[src/hdl/bds_pkg.sv]
package bds_pkg;

  // number format
  localparam int FRAC_BITS  = 8;
  localparam int PRES_FRAC  = 16;
  localparam int COORD_W    = 20;
  localparam int PRES_W     = 17;
  localparam int DIA_W      = 20;
  localparam int RATE_W     = 16;
  localparam int TRAV_W     = 24;
  localparam int DPF_W      = PRES_W + FRAC_BITS - PRES_FRAC;

  // segment arithmetic
  localparam int SQ_W       = 42;
  localparam int LEN_W      = SQ_W / 2;
  localparam int SPC_W      = 28;
  localparam int SPC_SHIFT  = 25;
  localparam int HS_SHIFT   = 17;
  localparam int MUL_A_W    = PRES_W + DIA_W;
  localparam int MUL_B_W    = LEN_W;
  localparam int MUL_P_W    = MUL_A_W + MUL_B_W;
  localparam int DVD_W      = SPC_W + LEN_W;
  localparam int DVS_W      = SPC_W + 1;
  localparam int TEST_W     = DVD_W + 1;

  localparam int MAX_DABS_DEF = 64;

  // configuration port
  localparam int CFG_IDX_W  = 1;
  localparam int CFG_DATA_W = 20;
  localparam logic [CFG_IDX_W-1:0] REG_DIAMETER     = 1'b0;
  localparam logic [CFG_IDX_W-1:0] REG_SPACING_RATE = 1'b1;
  localparam logic [DIA_W-1:0]     DIA_RESET        = 20'd2560;
  localparam logic [RATE_W-1:0]    RATE_RESET       = 16'd256;

  // opcodes
  localparam logic [1:0] OP_START = 2'd0;
  localparam logic [1:0] OP_MOVE  = 2'd1;
  localparam logic [1:0] OP_END   = 2'd2;

  typedef enum logic [11:0] {
    S_IDLE  = 12'b000000000001,
    S_SQ    = 12'b000000000010,
    S_ROOT  = 12'b000000000100,
    S_SP    = 12'b000000001000,
    S_SPAT  = 12'b000000010000,
    S_DDIV  = 12'b000000100000,
    S_TEST  = 12'b000001000000,
    S_INT   = 12'b000010000000,
    S_HS    = 12'b000100000000,
    S_PUSH  = 12'b001000000000,
    S_FLUSH = 12'b010000000000,
    S_FIN   = 12'b100000000000
  } state_t;

endpackage

[src/hdl/bds_sqrt.sv]
// Integer square root, one result bit per cycle (restoring, two radicand bits a step).
module bds_sqrt #(
  parameter int RAD_W = bds_pkg::SQ_W
) (
  input  logic                 clk,
  input  logic                 rst_n,
  input  logic                 start,
  input  logic [RAD_W-1:0]     radicand,
  output logic                 done,
  output logic [RAD_W/2-1:0]   root
);

  localparam int ROOT_W = RAD_W / 2;
  localparam int CNT_W  = $clog2(ROOT_W + 1);

  logic [RAD_W-1:0]   rad_r;
  logic [ROOT_W:0]    rem_r;
  logic [ROOT_W-1:0]  root_r;
  logic [CNT_W-1:0]   cnt_r;
  logic               busy_r;
  logic               done_r;

  logic [ROOT_W+2:0]  r4;
  logic [ROOT_W+2:0]  trial;
  logic               ge;

  assign r4    = {rem_r, rad_r[RAD_W-1 -: 2]};
  assign trial = {1'b0, root_r, 2'b01};
  assign ge    = (r4 >= trial);

  always_ff @(posedge clk) begin
    if (!rst_n) begin
      busy_r <= 1'b0;
      done_r <= 1'b0;
      cnt_r  <= '0;
    end else begin
      done_r <= 1'b0;
      if (start) begin
        busy_r <= 1'b1;
        cnt_r  <= CNT_W'(ROOT_W);
      end else if (busy_r) begin
        cnt_r <= cnt_r - 1'b1;
        if (cnt_r == CNT_W'(1)) begin
          busy_r <= 1'b0;
          done_r <= 1'b1;
        end
      end
    end
  end

  always_ff @(posedge clk) begin
    if (start) begin
      rad_r  <= radicand;
      rem_r  <= '0;
      root_r <= '0;
    end else if (busy_r) begin
      rad_r <= {rad_r[RAD_W-3:0], 2'b00};
      if (ge) begin
        rem_r  <= ROOT_W'(r4 - trial);
        root_r <= {root_r[ROOT_W-2:0], 1'b1};
      end else begin
        rem_r  <= r4[ROOT_W:0];
        root_r <= {root_r[ROOT_W-2:0], 1'b0};
      end
    end
  end

  assign done = done_r;
  assign root = root_r;

  a_start_idle: assert property (@(posedge clk) disable iff (!rst_n)
    start |-> !busy_r) else $error("sqrt restarted while busy");

endmodule

[src/hdl/bds_div.sv]
// Unsigned restoring divider, one quotient bit per cycle.
module bds_div #(
  parameter int DVD_W = bds_pkg::DVD_W,
  parameter int DVS_W = bds_pkg::DVS_W
) (
  input  logic             clk,
  input  logic             rst_n,
  input  logic             start,
  input  logic [DVD_W-1:0] dividend,
  input  logic [DVS_W-1:0] divisor,
  output logic             done,
  output logic [DVD_W-1:0] quotient
);

  localparam int CNT_W = $clog2(DVD_W + 1);

  logic [DVD_W-1:0] quo_r;
  logic [DVS_W-1:0] rem_r;
  logic [DVS_W-1:0] dvs_r;
  logic [CNT_W-1:0] cnt_r;
  logic             busy_r;
  logic             done_r;

  logic [DVS_W:0]   sh;
  logic             ge;

  assign sh = {rem_r, quo_r[DVD_W-1]};
  assign ge = (sh >= {1'b0, dvs_r});

  always_ff @(posedge clk) begin
    if (!rst_n) begin
      busy_r <= 1'b0;
      done_r <= 1'b0;
      cnt_r  <= '0;
    end else begin
      done_r <= 1'b0;
      if (start) begin
        busy_r <= 1'b1;
        cnt_r  <= CNT_W'(DVD_W);
      end else if (busy_r) begin
        cnt_r <= cnt_r - 1'b1;
        if (cnt_r == CNT_W'(1)) begin
          busy_r <= 1'b0;
          done_r <= 1'b1;
        end
      end
    end
  end

  always_ff @(posedge clk) begin
    if (start) begin
      quo_r <= dividend;
      rem_r <= '0;
      dvs_r <= divisor;
    end else if (busy_r) begin
      if (ge) begin
        rem_r <= DVS_W'(sh - {1'b0, dvs_r});
      end else begin
        rem_r <= sh[DVS_W-1:0];
      end
      quo_r <= {quo_r[DVD_W-2:0], ge};
    end
  end

  assign done     = done_r;
  assign quotient = quo_r;

  a_start_idle: assert property (@(posedge clk) disable iff (!rst_n)
    start |-> !busy_r) else $error("divider restarted while busy");

endmodule

[src/hdl/brush_dab_spacing.sv]
// brush_dab_spacing: places brush dabs along a pen stroke.
// Input channel (in_valid / in_stall): one transaction per stroke point with an
// opcode (start, move, move-and-end). Output channel (out_valid / out_stall):
// one transaction per dab: center, half size, last_dab on the final dab of a
// point, overflow on that dab when dabs past MAX_DABS were dropped.
// Config: cfg_we writes diameter (index 0) or spacing_rate (index 1); write only
// while idle.
// Flow: one point at a time; in_stall is high while a move or end point of an
// active stroke is worked on, until it is fully done. A start or ignored
// point is handled in idle and never raises in_stall. A move point first
// computes its length (sum of squares, then square root) and the spacing
// setup, then each dab needs up to four passes through the shared 49-bit
// bit-serial divider (spacing step, then p, x, y interpolation).
// One dab is held back so the last one can be flagged; a dab waits in the
// output register while out_stall is high, and the walk pauses when both the
// output register and the hold slot are full.
// Reset (synchronous, rst_n low): no stroke, previous point and travelled
// distance zero, diameter 10.0, spacing_rate 1.0, output empty.
module brush_dab_spacing #(
  parameter int MAX_DABS = bds_pkg::MAX_DABS_DEF
) (
  input  logic                              clk,
  input  logic                              rst_n,
  input  logic                              cfg_we,
  input  logic [bds_pkg::CFG_IDX_W-1:0]     cfg_index,
  input  logic [bds_pkg::CFG_DATA_W-1:0]    cfg_wdata,
  input  logic                              in_valid,
  output logic                              in_stall,
  input  logic [1:0]                        in_opcode,
  input  logic [bds_pkg::COORD_W-1:0]       in_point_x,
  input  logic [bds_pkg::COORD_W-1:0]       in_point_y,
  input  logic [bds_pkg::PRES_W-1:0]        in_pressure,
  output logic                              out_valid,
  input  logic                              out_stall,
  output logic [bds_pkg::COORD_W-1:0]       out_center_x,
  output logic [bds_pkg::COORD_W-1:0]       out_center_y,
  output logic [bds_pkg::COORD_W-1:0]       out_half_size,
  output logic                              out_last_dab,
  output logic                              out_overflow
);

  localparam int CW    = bds_pkg::COORD_W;
  localparam int PW    = bds_pkg::PRES_W;
  localparam int LW    = bds_pkg::LEN_W;
  localparam int SW    = bds_pkg::SPC_W;
  localparam int TW    = bds_pkg::TRAV_W;
  localparam int AW    = bds_pkg::MUL_A_W;
  localparam int BW    = bds_pkg::MUL_B_W;
  localparam int PRW   = bds_pkg::MUL_P_W;
  localparam int DVD_W = bds_pkg::DVD_W;
  localparam int DVS_W = bds_pkg::DVS_W;
  localparam int TSW   = bds_pkg::TEST_W;
  localparam int CNT_W = $clog2(MAX_DABS + 1);
  localparam logic [SW-1:0] HALF = SW'(1 << (bds_pkg::FRAC_BITS - 1));
  localparam logic [TW-1:0] TRAV_MAX = '1;

  // interpolation axis
  localparam logic [1:0] AX_P = 2'd0;
  localparam logic [1:0] AX_X = 2'd1;
  localparam logic [1:0] AX_Y = 2'd2;

  bds_pkg::state_t st_r;
  logic [2:0]      ph_r;

  // configuration and stroke state
  logic [bds_pkg::DIA_W-1:0]  dia_r;
  logic [bds_pkg::RATE_W-1:0] rate_r;
  logic                       active_r;
  logic [CW-1:0]              px_r, py_r;
  logic [PW-1:0]              pp_r;
  logic [TW-1:0]              trav_r;

  // current point
  logic [1:0]    op_r;
  logic [CW-1:0] x1_r, y1_r;
  logic [PW-1:0] p1_r;

  // walk state
  logic [bds_pkg::SQ_W-1:0] sq_r;
  logic [LW-1:0]            len_r;
  logic [SW-1:0]            sp1_r;
  logic signed [SW:0]       dsall_r;
  logic [LW-1:0]            at_r;
  logic [PW-1:0]            pat_r;
  logic [TW-1:0]            acc_r;
  logic [DVS_W-1:0]         den_r;
  logic [TSW-1:0]           test_r;
  logic [CNT_W-1:0]         n_r;
  logic                     ovf_r;
  logic [1:0]               ax_r;
  logic [CW-1:0]            new_cx_r, new_cy_r, new_hs_r;
  logic [PW-1:0]            new_pt_r;

  // held dab and output register
  logic          pend_v_r;
  logic [CW-1:0] pend_cx_r, pend_cy_r, pend_hs_r;
  logic          out_v_r;
  logic [CW-1:0] out_cx_r, out_cy_r, out_hs_r;
  logic          out_last_r, out_ovf_r;

  logic in_acc;
  logic out_free;
  assign in_stall = (st_r != bds_pkg::S_IDLE);
  assign in_acc   = in_valid && !in_stall;
  assign out_free = !out_v_r || !out_stall;

  // segment deltas (sign and magnitude)
  logic [CW:0]   dx_w, dy_w;
  logic [PW:0]   dp_w;
  logic [CW-1:0] dxm, dym;
  logic [PW-1:0] dpm;
  logic [PW+bds_pkg::FRAC_BITS-1:0] dp_sh;
  logic [bds_pkg::DPF_W-1:0]        dpf;

  assign dx_w  = {1'b0, x1_r} - {1'b0, px_r};
  assign dy_w  = {1'b0, y1_r} - {1'b0, py_r};
  assign dp_w  = {1'b0, p1_r} - {1'b0, pp_r};
  assign dxm   = dx_w[CW] ? CW'(-dx_w) : dx_w[CW-1:0];
  assign dym   = dy_w[CW] ? CW'(-dy_w) : dy_w[CW-1:0];
  assign dpm   = dp_w[PW] ? PW'(-dp_w) : dp_w[PW-1:0];
  assign dp_sh = {dpm, {bds_pkg::FRAC_BITS{1'b0}}};
  assign dpf   = dp_sh[PW+bds_pkg::FRAC_BITS-1:bds_pkg::PRES_FRAC];

  // shared multiplier, product registered
  logic [AW-1:0]  mul_a;
  logic [BW-1:0]  mul_b;
  logic [PRW-1:0] mul_p_r;
  logic [SW-1:0]  spc_w;

  always_ff @(posedge clk) begin
    mul_p_r <= PRW'(mul_a) * PRW'(mul_b);
  end

  assign spc_w = mul_p_r[bds_pkg::SPC_SHIFT+SW-1:bds_pkg::SPC_SHIFT];

  // spacing step evaluation
  logic               s_lo;
  logic [SW-1:0]      s_eff;
  logic signed [SW:0] ds_eff;
  logic signed [SW+1:0] den_w;
  logic signed [SW:0] num_w;
  logic               den_pos, num_pos;

  assign s_lo    = (spc_w < HALF);
  assign s_eff   = s_lo ? HALF : spc_w;
  assign ds_eff  = s_lo ? '0 : dsall_r;
  assign den_w   = $signed({{(SW+2-LW){1'b0}}, len_r}) - $signed({ds_eff[SW], ds_eff});
  assign num_w   = $signed({1'b0, s_eff}) - $signed({{(SW+1-TW){1'b0}}, acc_r});
  assign den_pos = !den_w[SW+1] && (den_w != '0);
  assign num_pos = !num_w[SW] && (num_w != '0);

  // travelled distance at the end of a segment, saturating
  logic [TW:0]   acc_sum;
  logic [TW-1:0] acc_end;
  assign acc_sum = {1'b0, acc_r} + (TW+1)'(len_r - at_r);
  assign acc_end = acc_sum[TW] ? TRAV_MAX : acc_sum[TW-1:0];

  // interpolation axis select
  logic [CW-1:0] ax_mag, ax_base;
  logic          ax_neg;
  always_comb begin
    unique case (ax_r)
      AX_X: begin
        ax_mag  = dxm;
        ax_base = px_r;
        ax_neg  = dx_w[CW];
      end
      AX_Y: begin
        ax_mag  = dym;
        ax_base = py_r;
        ax_neg  = dy_w[CW];
      end
      default: begin
        ax_mag  = CW'(dpm);
        ax_base = CW'(pp_r);
        ax_neg  = dp_w[PW];
      end
    endcase
  end

  // iterative units
  logic             sq_start, sq_done;
  logic [LW-1:0]    sq_root;
  logic             div_start, div_done;
  logic [DVD_W-1:0] div_dvd, div_q;
  logic [DVS_W-1:0] div_dvs;
  logic [CW:0]      ax_res;

  assign sq_start = (st_r == bds_pkg::S_SQ) && (ph_r == 3'd4);
  assign ax_res   = ax_neg ? ({1'b0, ax_base} - (CW+1)'(div_q))
                           : ({1'b0, ax_base} + (CW+1)'(div_q));

  bds_sqrt #(.RAD_W(bds_pkg::SQ_W)) u_sqrt (
    .clk      (clk),
    .rst_n    (rst_n),
    .start    (sq_start),
    .radicand (sq_r),
    .done     (sq_done),
    .root     (sq_root)
  );

  bds_div #(.DVD_W(DVD_W), .DVS_W(DVS_W)) u_div (
    .clk      (clk),
    .rst_n    (rst_n),
    .start    (div_start),
    .dividend (div_dvd),
    .divisor  (div_dvs),
    .done     (div_done),
    .quotient (div_q)
  );

  // operand steering
  always_comb begin
    mul_a     = '0;
    mul_b     = '0;
    div_start = 1'b0;
    div_dvd   = mul_p_r[DVD_W-1:0];
    div_dvs   = den_r;
    unique case (st_r)
      bds_pkg::S_SQ: begin
        unique case (ph_r)
          3'd0: begin
            mul_a = AW'(dxm);
            mul_b = BW'(dxm);
          end
          3'd1: begin
            mul_a = AW'(dym);
            mul_b = BW'(dym);
          end
          3'd2: begin
            mul_a = AW'(dpf);
            mul_b = BW'(dpf);
          end
          default: ;
        endcase
      end
      bds_pkg::S_SP: begin
        unique case (ph_r)
          3'd0: begin
            mul_a = AW'(p1_r);
            mul_b = BW'(dia_r);
          end
          3'd1, 3'd3: begin
            mul_a = mul_p_r[AW-1:0];
            mul_b = BW'(rate_r);
          end
          3'd2: begin
            mul_a = AW'(pp_r);
            mul_b = BW'(dia_r);
          end
          default: ;
        endcase
      end
      bds_pkg::S_SPAT: begin
        unique case (ph_r)
          3'd0: begin
            mul_a = AW'(pat_r);
            mul_b = BW'(dia_r);
          end
          3'd1: begin
            mul_a = mul_p_r[AW-1:0];
            mul_b = BW'(rate_r);
          end
          3'd2: begin
            mul_a = AW'(num_w[SW-1:0]);
            mul_b = BW'(len_r);
          end
          3'd3: div_start = 1'b1;
          default: ;
        endcase
      end
      bds_pkg::S_INT: begin
        if (ph_r == 3'd0) begin
          mul_a = AW'(ax_mag);
          mul_b = test_r[BW-1:0];
        end else if (ph_r == 3'd1) begin
          div_start = 1'b1;
          div_dvs   = DVS_W'(len_r);
        end
      end
      bds_pkg::S_HS: begin
        mul_a = AW'(new_pt_r);
        mul_b = BW'(dia_r);
      end
      default: ;
    endcase
  end

  // configuration registers
  always_ff @(posedge clk) begin
    if (!rst_n) begin
      dia_r  <= bds_pkg::DIA_RESET;
      rate_r <= bds_pkg::RATE_RESET;
    end else if (cfg_we) begin
      unique case (cfg_index)
        bds_pkg::REG_DIAMETER:     dia_r  <= cfg_wdata[bds_pkg::DIA_W-1:0];
        bds_pkg::REG_SPACING_RATE: rate_r <= cfg_wdata[bds_pkg::RATE_W-1:0];
        default: ;
      endcase
    end
  end

  // sequencer
  always_ff @(posedge clk) begin
    if (!rst_n) begin
      st_r     <= bds_pkg::S_IDLE;
      ph_r     <= '0;
      active_r <= 1'b0;
      px_r     <= '0;
      py_r     <= '0;
      pp_r     <= '0;
      trav_r   <= '0;
      pend_v_r <= 1'b0;
      out_v_r  <= 1'b0;
      n_r      <= '0;
      ovf_r    <= 1'b0;
      ax_r     <= AX_P;
    end else begin
      if (!out_stall) begin
        out_v_r <= 1'b0;
      end
      unique case (st_r)
        bds_pkg::S_IDLE: begin
          if (in_acc) begin
            op_r  <= in_opcode;
            x1_r  <= in_point_x;
            y1_r  <= in_point_y;
            p1_r  <= in_pressure;
            acc_r <= trav_r;
            ph_r  <= '0;
            if (in_opcode == bds_pkg::OP_START) begin
              active_r <= 1'b1;
              px_r     <= in_point_x;
              py_r     <= in_point_y;
              pp_r     <= in_pressure;
              trav_r   <= '0;
            end else if (active_r && (in_opcode == bds_pkg::OP_MOVE ||
                                      in_opcode == bds_pkg::OP_END)) begin
              st_r <= bds_pkg::S_SQ;
            end
          end
        end
        bds_pkg::S_SQ: begin
          ph_r <= ph_r + 1'b1;
          if (ph_r == 3'd1) sq_r <= mul_p_r[bds_pkg::SQ_W-1:0];
          if (ph_r == 3'd2 || ph_r == 3'd3) begin
            sq_r <= sq_r + mul_p_r[bds_pkg::SQ_W-1:0];
          end
          if (ph_r == 3'd4) st_r <= bds_pkg::S_ROOT;
        end
        bds_pkg::S_ROOT: begin
          if (sq_done) begin
            len_r <= sq_root;
            ph_r  <= '0;
            st_r  <= (sq_root == '0) ? bds_pkg::S_FIN : bds_pkg::S_SP;
          end
        end
        bds_pkg::S_SP: begin
          ph_r <= ph_r + 1'b1;
          if (ph_r == 3'd2) sp1_r <= spc_w;
          if (ph_r == 3'd4) begin
            dsall_r <= $signed({1'b0, sp1_r}) - $signed({1'b0, spc_w});
            at_r    <= '0;
            n_r     <= '0;
            ovf_r   <= 1'b0;
            pat_r   <= pp_r;
            ph_r    <= '0;
            st_r    <= bds_pkg::S_SPAT;
          end
        end
        bds_pkg::S_SPAT: begin
          ph_r <= ph_r + 1'b1;
          if (ph_r == 3'd2) begin
            if (!den_pos) begin
              acc_r <= acc_end;
              st_r  <= bds_pkg::S_FLUSH;
            end else if (num_pos) begin
              den_r <= den_w[DVS_W-1:0];
            end else begin
              test_r <= TSW'(at_r);
              st_r   <= bds_pkg::S_TEST;
            end
          end
          if (ph_r == 3'd3) st_r <= bds_pkg::S_DDIV;
        end
        bds_pkg::S_DDIV: begin
          if (div_done) begin
            test_r <= TSW'(at_r) + ((div_q == '0) ? TSW'(1) : TSW'(div_q));
            st_r   <= bds_pkg::S_TEST;
          end
        end
        bds_pkg::S_TEST: begin
          ph_r <= '0;
          ax_r <= AX_P;
          if (test_r < TSW'(len_r)) begin
            if (n_r >= CNT_W'(MAX_DABS)) begin
              ovf_r <= 1'b1;
              acc_r <= '0;
              st_r  <= bds_pkg::S_FLUSH;
            end else begin
              st_r <= bds_pkg::S_INT;
            end
          end else begin
            acc_r <= acc_end;
            st_r  <= bds_pkg::S_FLUSH;
          end
        end
        bds_pkg::S_INT: begin
          if (ph_r != 3'd2) begin
            ph_r <= ph_r + 1'b1;
          end else if (div_done) begin
            ph_r <= '0;
            unique case (ax_r)
              AX_X: new_cx_r <= ax_res[CW-1:0];
              AX_Y: new_cy_r <= ax_res[CW-1:0];
              default: new_pt_r <= ax_res[PW-1:0];
            endcase
            if (ax_r == AX_Y) begin
              st_r <= bds_pkg::S_HS;
            end else begin
              ax_r <= ax_r + 1'b1;
            end
          end
        end
        bds_pkg::S_HS: begin
          ph_r <= ph_r + 1'b1;
          if (ph_r != 3'd0) begin
            new_hs_r <= mul_p_r[bds_pkg::HS_SHIFT+CW-1:bds_pkg::HS_SHIFT];
            st_r     <= bds_pkg::S_PUSH;
          end
        end
        bds_pkg::S_PUSH: begin
          if (!pend_v_r || out_free) begin
            if (pend_v_r) begin
              out_v_r    <= 1'b1;
              out_cx_r   <= pend_cx_r;
              out_cy_r   <= pend_cy_r;
              out_hs_r   <= pend_hs_r;
              out_last_r <= 1'b0;
              out_ovf_r  <= 1'b0;
            end
            pend_v_r  <= 1'b1;
            pend_cx_r <= new_cx_r;
            pend_cy_r <= new_cy_r;
            pend_hs_r <= new_hs_r;
            n_r       <= n_r + 1'b1;
            acc_r     <= '0;
            at_r      <= test_r[LW-1:0];
            pat_r     <= new_pt_r;
            ph_r      <= '0;
            st_r      <= bds_pkg::S_SPAT;
          end
        end
        bds_pkg::S_FLUSH: begin
          if (!pend_v_r) begin
            st_r <= bds_pkg::S_FIN;
          end else if (out_free) begin
            out_v_r    <= 1'b1;
            out_cx_r   <= pend_cx_r;
            out_cy_r   <= pend_cy_r;
            out_hs_r   <= pend_hs_r;
            out_last_r <= 1'b1;
            out_ovf_r  <= ovf_r;
            pend_v_r   <= 1'b0;
            st_r       <= bds_pkg::S_FIN;
          end
        end
        bds_pkg::S_FIN: begin
          px_r   <= x1_r;
          py_r   <= y1_r;
          pp_r   <= p1_r;
          trav_r <= acc_r;
          if (op_r == bds_pkg::OP_END) active_r <= 1'b0;
          st_r   <= bds_pkg::S_IDLE;
        end
        default: st_r <= bds_pkg::S_IDLE;
      endcase
    end
  end

  assign out_valid     = out_v_r;
  assign out_center_x  = out_cx_r;
  assign out_center_y  = out_cy_r;
  assign out_half_size = out_hs_r;
  assign out_last_dab  = out_last_r;
  assign out_overflow  = out_ovf_r;

  a_idle_no_held: assert property (@(posedge clk) disable iff (!rst_n)
    st_r == bds_pkg::S_IDLE |-> !pend_v_r)
    else $error("held dab left over after point finished");

  a_dab_limit: assert property (@(posedge clk) disable iff (!rst_n)
    n_r <= CNT_W'(MAX_DABS)) else $error("dab count past limit");

  a_ovf_on_last: assert property (@(posedge clk) disable iff (!rst_n)
    out_v_r && out_ovf_r |-> out_last_r)
    else $error("overflow flagged on a dab that is not the last");

  a_push_ready: assert property (@(posedge clk) disable iff (!rst_n)
    st_r == bds_pkg::S_PUSH && pend_v_r && out_free |=> pend_v_r && out_v_r)
    else $error("held dab lost on push");

endmodule
[config.mk]
export PLATFORM = sky130hd
export DESIGN_NAME = brush_dab_spacing
export DESIGN_NICKNAME = d
export VERILOG_FILES = /design/src/hdl/bds_pkg.sv /design/src/hdl/bds_sqrt.sv /design/src/hdl/bds_div.sv /design/src/hdl/brush_dab_spacing.sv
export SDC_FILE = /design/constraint.sdc
export NUM_CORES = 2
export LEC_CHECK = 0
export BUFFER_PORTS_ARGS = -buffer_cell sky130_fd_sc_hd__buf_2
export CAP_MARGIN = 20
export CORE_MARGIN = 2
export CORE_UTILIZATION = 55
export DETAILED_ROUTE_END_ITERATION = 16
export GPL_TIMING_DRIVEN = 0
export PLACE_DENSITY = 0.71
export SLEW_MARGIN = 10
export SYNTH_ARGS = -nofsm -noshare
export SYNTH_HDL_FRONTEND = slang
export SYNTH_SLANG_ARGS = --single-unit
export TNS_END_PERCENT = 5
[constraint.sdc]
create_clock -name clk -period 16.5 [get_ports clk]
set_input_delay 2.475 -clock clk [delete_from_list [all_inputs] [get_ports clk]]
set_output_delay 2.475 -clock clk [all_outputs]
set_load 0.05 [all_outputs]
# After elaboration in Yosys (flattened, before gate mapping)

Cells that the tools add are included.

Add/subtract/negate cells: 22
$mul: 1
Magnitude comparators: 5
Equal/unequal tests: 54
Muxes and demuxes: 156
Bitwise logic cells: 6
Reductions and logical operators: 66

Operator list:

| operator                             | count |
|---|---|
| 2-to-1 mux 20 bit                    | 20 |
| one-hot mux 20 bit (2 select lines)  | 8 |
| 2-to-1 mux 12 bit                    | 20 |
| one-hot mux 37 bit (3 select lines)  | 2 |
| 2-to-1 mux 24 bit                    | 9 |
| 2-to-1 mux 50 bit                    | 4 |
| one-hot mux 37 bit (5 select lines)  | 1 |
| 2-to-1 mux 42 bit                    | 4 |
| 2-to-1 mux 49 bit                    | 3 |
| 2-to-1 mux 29 bit                    | 5 |
| one-hot mux 12 bit (11 select lines) | 1 |
| one-hot mux 20 bit (3 select lines)  | 2 |
| one-hot mux 21 bit (5 select lines)  | 1 |
| one-hot mux 50 bit (2 select lines)  | 1 |
| one-hot mux 24 bit (4 select lines)  | 1 |
| 2-to-1 mux 17 bit                    | 5 |
| one-hot mux 17 bit (2 select lines)  | 2 |
| 2-to-1 mux 21 bit                    | 3 |
| one-hot mux 21 bit (3 select lines)  | 1 |
| multiplier 37 x 21 -> 53 bit         | 1 |
| adder 21 x 49 -> 50 bit              | 1 |
| < comparator 50 x 21 -> 1 bit        | 1 |
| logical NOT 49 bit                   | 1 |
| one-hot mux 24 bit (2 select lines)  | 1 |
| other kinds (84)                     | 212 |

Register bits: 924
Input bits: 85
Output and inout port bits: 64
Logic and storage cells: 364

# Depth between registers and ports, before layout

Depth after elaboration: 10
Mapped depth: 51

# By module

A second synthesis with hierarchy kept.

Cell total of the unflattened synthesis: 8128
Area total of the unflattened synthesis: 76689.8 sq um

By module, submodules not included:

| module            | instances | cells each | area an instance (sq um) | sequential area each (sq um) |
|---|---|---|---|---|
| brush_dab_spacing | 1         | 7090       | 65576.6                  | 19548.7 |
| bds_div           | 1         | 565        | 6197.2                   | 3083.0 |
| bds_sqrt          | 1         | 473        | 4916.0                   | 2262.2 |

# Least setup slack after synthesis

OpenSTA, ideal clock, no wires.

Kind: flip-flop to flip-flop
Start: reg mul_p_r[32]
End: reg mul_p_r[50]
Data arrival time: 10.952 ns
Data required time: 16.428 ns
Slack: 5.476 ns
Cell stages (with the launch flop): 48
Cell sequence: dfxtp_1 nor4_1 nand4_1 or4_1 clkbuf_1 clkbuf_1 clkbuf_1 nand2_1 inv_1 ha_1 nor2b_1 o2111ai_1 nand3_1 a31o_2 a21oi_1 xnor2_1 a222oi_1 nor2_1 [12 not listed] inv_1 fa_1 inv_1 fa_1 inv_1 ha_1 a21o_1 a211o_1 o311a_1 o21ai_1 a21oi_1 or4_1 and2_1 a221o_1 a21oi_2 o21ai_1 a21oi_2 xnor2_1

Longest elaborated chain between the ends: 6

Ends and longest elaborated chain:

| what                                    | line                     | source |
|---|---|---|
| start: declaration                      | brush_dab_spacing.sv:127 | `logic [PRW-1:0] mul_p_r;` |
| start signal: assignment                | brush_dab_spacing.sv:131 | `mul_p_r <= PRW'(mul_a) * PRW'(mul_b);` |
| < comparator 28 x 8 -> 1 bit            | brush_dab_spacing.sv:144 | `assign s_lo = (spc_w < HALF);` |
| 2-to-1 mux 28 bit                       | brush_dab_spacing.sv:145 | `assign s_eff = s_lo ? HALF : spc_w;` |
| subtractor 28 x 24 -> 29 bit            | brush_dab_spacing.sv:148 | `assign num_w = $signed({1'b0, s_eff}) - $signed({{(SW+1-TW){1'b0}}, acc_r});` |
| one-hot mux 37 bit (3 select lines)     | brush_dab_spacing.sv:255 | `unique case (ph_r)` |
| one-hot mux 37 bit (5 select lines) (*) | brush_dab_spacing.sv:219 | `unique case (st_r)` |
| multiplier 37 x 21 -> 53 bit (*)        | brush_dab_spacing.sv:131 |  |

Mark *: on every way between the ends. The rest lies on a longest branch, timed or not.
A chain may end at the register's enable or synchronous reset.

# Final worst setup path

Start: reg mul_p_r[33]
End: reg mul_p_r[50]

Same word-level chain as after synthesis.

==> results.yml <==
status:
  status: "finished clean"
cells_and_area:
  final_nets: 9790
  final_cell_mix: "nand2_1, inv_1, nor2_1, fa_1, edfxtp_1"
  final_common_cell: "nand2_1"
  area_growth_pct: 9.754
  layout-drive-gt1-share: 0.05739
power:
  seqPwrFrac: 0.403
  switching_power_mw: 2.072
  swShare: 0.3166
  clkPwrFrac: 0.377
  ir_worst_vdd_uv: 95.07
  cellLeakagePower_nw: 36.31
  combPwrFrac: 0.220
  p_per_area_mw_per_mm2: 78.03
  power.internal_mw: 4.473
critical_path:
  worst_path_largest_cell_delay_ns: 0.79
  critical_path_class: "flop to flop"
  startpoint_type: "flop"
  worst-path-buf-inv: 11
  path_depth: 47
  critPathRequiredTime_ns: 17.11
  path_delay_family: "adder cells"
  path_common_cell: "fa_1"
  worstPathArrival_ns: 15.59
  slowest_stage: "dfxtp_1"
  endpoint_kind: "flop"
  reg2reg_depth: 47
  worstPathMaxFanout: 10
die:
  row_count: 136
  dieArea_mm2: 0.1419
  coreArea_mm2: 0.1377
  io_pins: 149
  start_util: 0.5551
  die_w_um: 376.7
  die_h_um: 376.7
clocking:
  cts.htree.levels: 3
  cts_tree: "yes"
  clk_latency_ns: 0.76
  numCtsBuffers: 102
  root_buffer: "clkbuf_16"
  cts_hold_buf: 0
  clock-sinks: 924
  path_clk_slew_ns: 0.07
  cts_resized: 0
  clockBufferDepth: 3
  postCtsSetupBuffers: 0
global_routing:
  grt_pass1_wl_mm: 404.5
  grt_max_degree: 38
  antenna_found_initial: 12
  first_global_vias: 63130
  grt_usage: 0.3884
  overflow: 0
sta:
  period_share: 0.9081
  timing.hold.ws_ns: 0.4134
  finalSetupTns_ns: 0
  relSlewSlack: 0.001288
  tightest_slew_ns: 1.498
  drv_slew: 0
  clock.fmax_ghz: 0.06674
  rsz0062_at_grt: "no"
  finClkSkew_ns: 0.07252
  setup_viol: 0
  final.min_clock_period_ns: 14.98
  hold_violations: 0
hold_path:
  hold_class: "flop to flop"
  hold_depth: 0
placed_design:
  dp_hpwl_mm: 224.7
  gp_congestion: 1.015
  io_buffers: 147
synth:
  ys.flop_type: "edfxtp_1"
  synthesis.area_mm2: 0.07642
  synthesis.nets: 9479
  syn_avg_cell_area_um2: 9.269
  yosysWarnings: 0
  synth_edf_count: 639
  ys_types: 97
  yosys_register_bits: 924
  synthArstFlopShare: 0
  synth_seq_area_share: 0.3258
  synthCells: 8244
routing:
  drcViolationCount: 0
  wl_per_cell_um: 26.45
  vias_per_cell: 6.127
  drtIter0Drc: 7880
  vias: 64020
  dr.pass1.iters: 9
  routed_wl_mm: 276.3
  drtAntennaViolNets: 0
job:
  drv_cap: 0
==> final timing paths <==
| path | startpoint | end | slack (ns) |
|---|---|---|---|
| max | mul_p_r[33] | mul_p_r[50] | 1.52 |
| min | pend_cy_r[14] | out_center_y[14] | 0.41 |
| min reg2reg | pend_cy_r[14] | out_center_y[14] | 0.41 |
| max reg2reg | mul_p_r[33] | mul_p_r[50] | 1.52 |
==> per-layer routing <==
metal | wire [um] | vias to the layer above | global-route usage
li1 | - | 28440 | -
met1 | 109200 | 31530 | 0.5149
met2 | 121300 | 3339 | 0.5931
met3 | 29350 | 703 | 0.09413
met4 | 16340 | 6 | 0.1997
met5 | 34 | - | 0
==> synth_stat cells, types with 26 or more instances <==
| library cell | number | area [um2] |
|---|---|---|
| dfxtp_1 | 285 | 5705 |
| xor2_1 | 145 | 1270 |
| o31ai_1 | 27 | 202.7 |
| edfxtp_1 | 639 | 19190 |
| or4_1 | 27 | 202.7 |
| nor3_1 | 85 | 425.4 |
| o211ai_1 | 27 | 202.7 |
| nor2b_1 | 68 | 425.4 |
| and2_1 | 140 | 875.8 |
| nor2_1 | 692 | 2597 |
| a222oi_1 | 47 | 470.5 |
| fa_1 | 666 | 13330 |
| inv_1 | 1068 | 4009 |
| nand3_1 | 80 | 400.4 |
| a21oi_1 | 368 | 1842 |
| a221oi_1 | 34 | 297.8 |
| or3_1 | 30 | 187.7 |
| nand2_1 | 1261 | 4733 |
| a211oi_1 | 108 | 810.8 |
| and3_1 | 33 | 206.5 |
| a21o_1 | 137 | 1028 |
| a31oi_1 | 38 | 237.7 |
| nor4_1 | 40 | 250.2 |
| a21boi_0 | 26 | 195.2 |
| mux2i_1 | 101 | 1011 |
| nand4_1 | 46 | 287.8 |
| clkbuf_1 | 326 | 1224 |
| a22oi_1 | 61 | 457.9 |
| o21bai_1 | 36 | 270.3 |
| a32oi_1 | 29 | 254.0 |
| xnor2_1 | 237 | 2076 |
| o21ai_0 | 367 | 1837 |
| nand2b_1 | 63 | 394.1 |
| ha_1 | 484 | 6056 |
| o21a_1 | 74 | 555.5 |
==> sequential cells by signal, summed over array words and instances, names as in the netlist, 21 cells and up <==
| name | count |
|---|---|
| mul_p_r | 53 |
| test_r | 50 |
| u_div.quotient | 49 |
| sq_r | 42 |
| u_sqrt.rad_r | 42 |
| den_r | 29 |
| dsall_r | 29 |
| u_div.dvs_r | 29 |
| u_div.rem_r | 29 |
| sp1_r | 28 |
| acc_r | 24 |
| trav_r | 24 |
| u_sqrt.rem_r | 22 |
| at_r | 21 |
| len_r | 21 |
| u_sqrt.root | 21 |
==> power by group through the flow <==
stage               Combinational, mW  Clock, mW  Sequential, mW
floorplan                       0.959          0            2.65
global placement                 1.37          0            2.69
detailed placement               1.39          0            2.68
CTS                              1.40       2.48            2.63
global route                     1.54       2.56            2.64
finish                           1.44       2.46            2.64
==> layout make-up <==
| type | instances | area [um2] |
|---|---|---|
| plain buffers | 366 | 1399 |
| well taps | 1794 | 2245 |
| diodes | 11 | 27.53 |
| clock buffers | 120 | 2724 |
| fillers | 11960 | 53790 |
| flip-flops and latches | 924 | 24890 |
| inverters | 1070 | 4016 |
| clock inverters | 72 | 914.6 |
| multi-input cells | 5884 | 46280 |
| repair buffers | 207 | 1370 |
==> cell families (layout without fill, tap and decap cells) <==
kind of cell	Yosys count	in the layout	share of synthesized area
and+or+nand+nor	2661	2661	0.1548
DFF	924	924	0.3258
buffers and inverters	1436	1835	0.07085
xor gates and xnor gates	382	382	0.04378
other	0	11	0
AOI/OAI and AO/OA	1584	1584	0.1370
adders and majority gates	1150	1150	0.2537
muxes	107	107	0.01411
==> per-stage QoR <==
step | cells | power (mW) | instance area [um2] | worst slack [ns] | utilization
5_1_grt | 10440 | 6.747 | 83850 | 1.038 | 0.6091
2_1_floorplan | 8244 | 3.605 | 76420 | 5.476 | -
4_1_cts | 10440 | 6.511 | 83820 | 1.712 | 0.6089
3_5_place_dp | 10240 | 4.070 | 80180 | 1.748 | 0.5825
6_report | 10450 | 6.545 | 83870 | 1.516 | 0.6092
3_3_place_gp | 10190 | 4.053 | 79400 | 1.560 | 0.5768
==> worst reg2reg max path: cells and delay by family, from the launching register on <==
family,cells,cell delay [ns]
flops,1,0.79
simple gates,9,1.89
compound gates,15,3.99
buf+inv,11,2.45
xor+xnor,2,0.86
fa+ha+maj,10,4.86
Power figures use the tool's default switching activity.
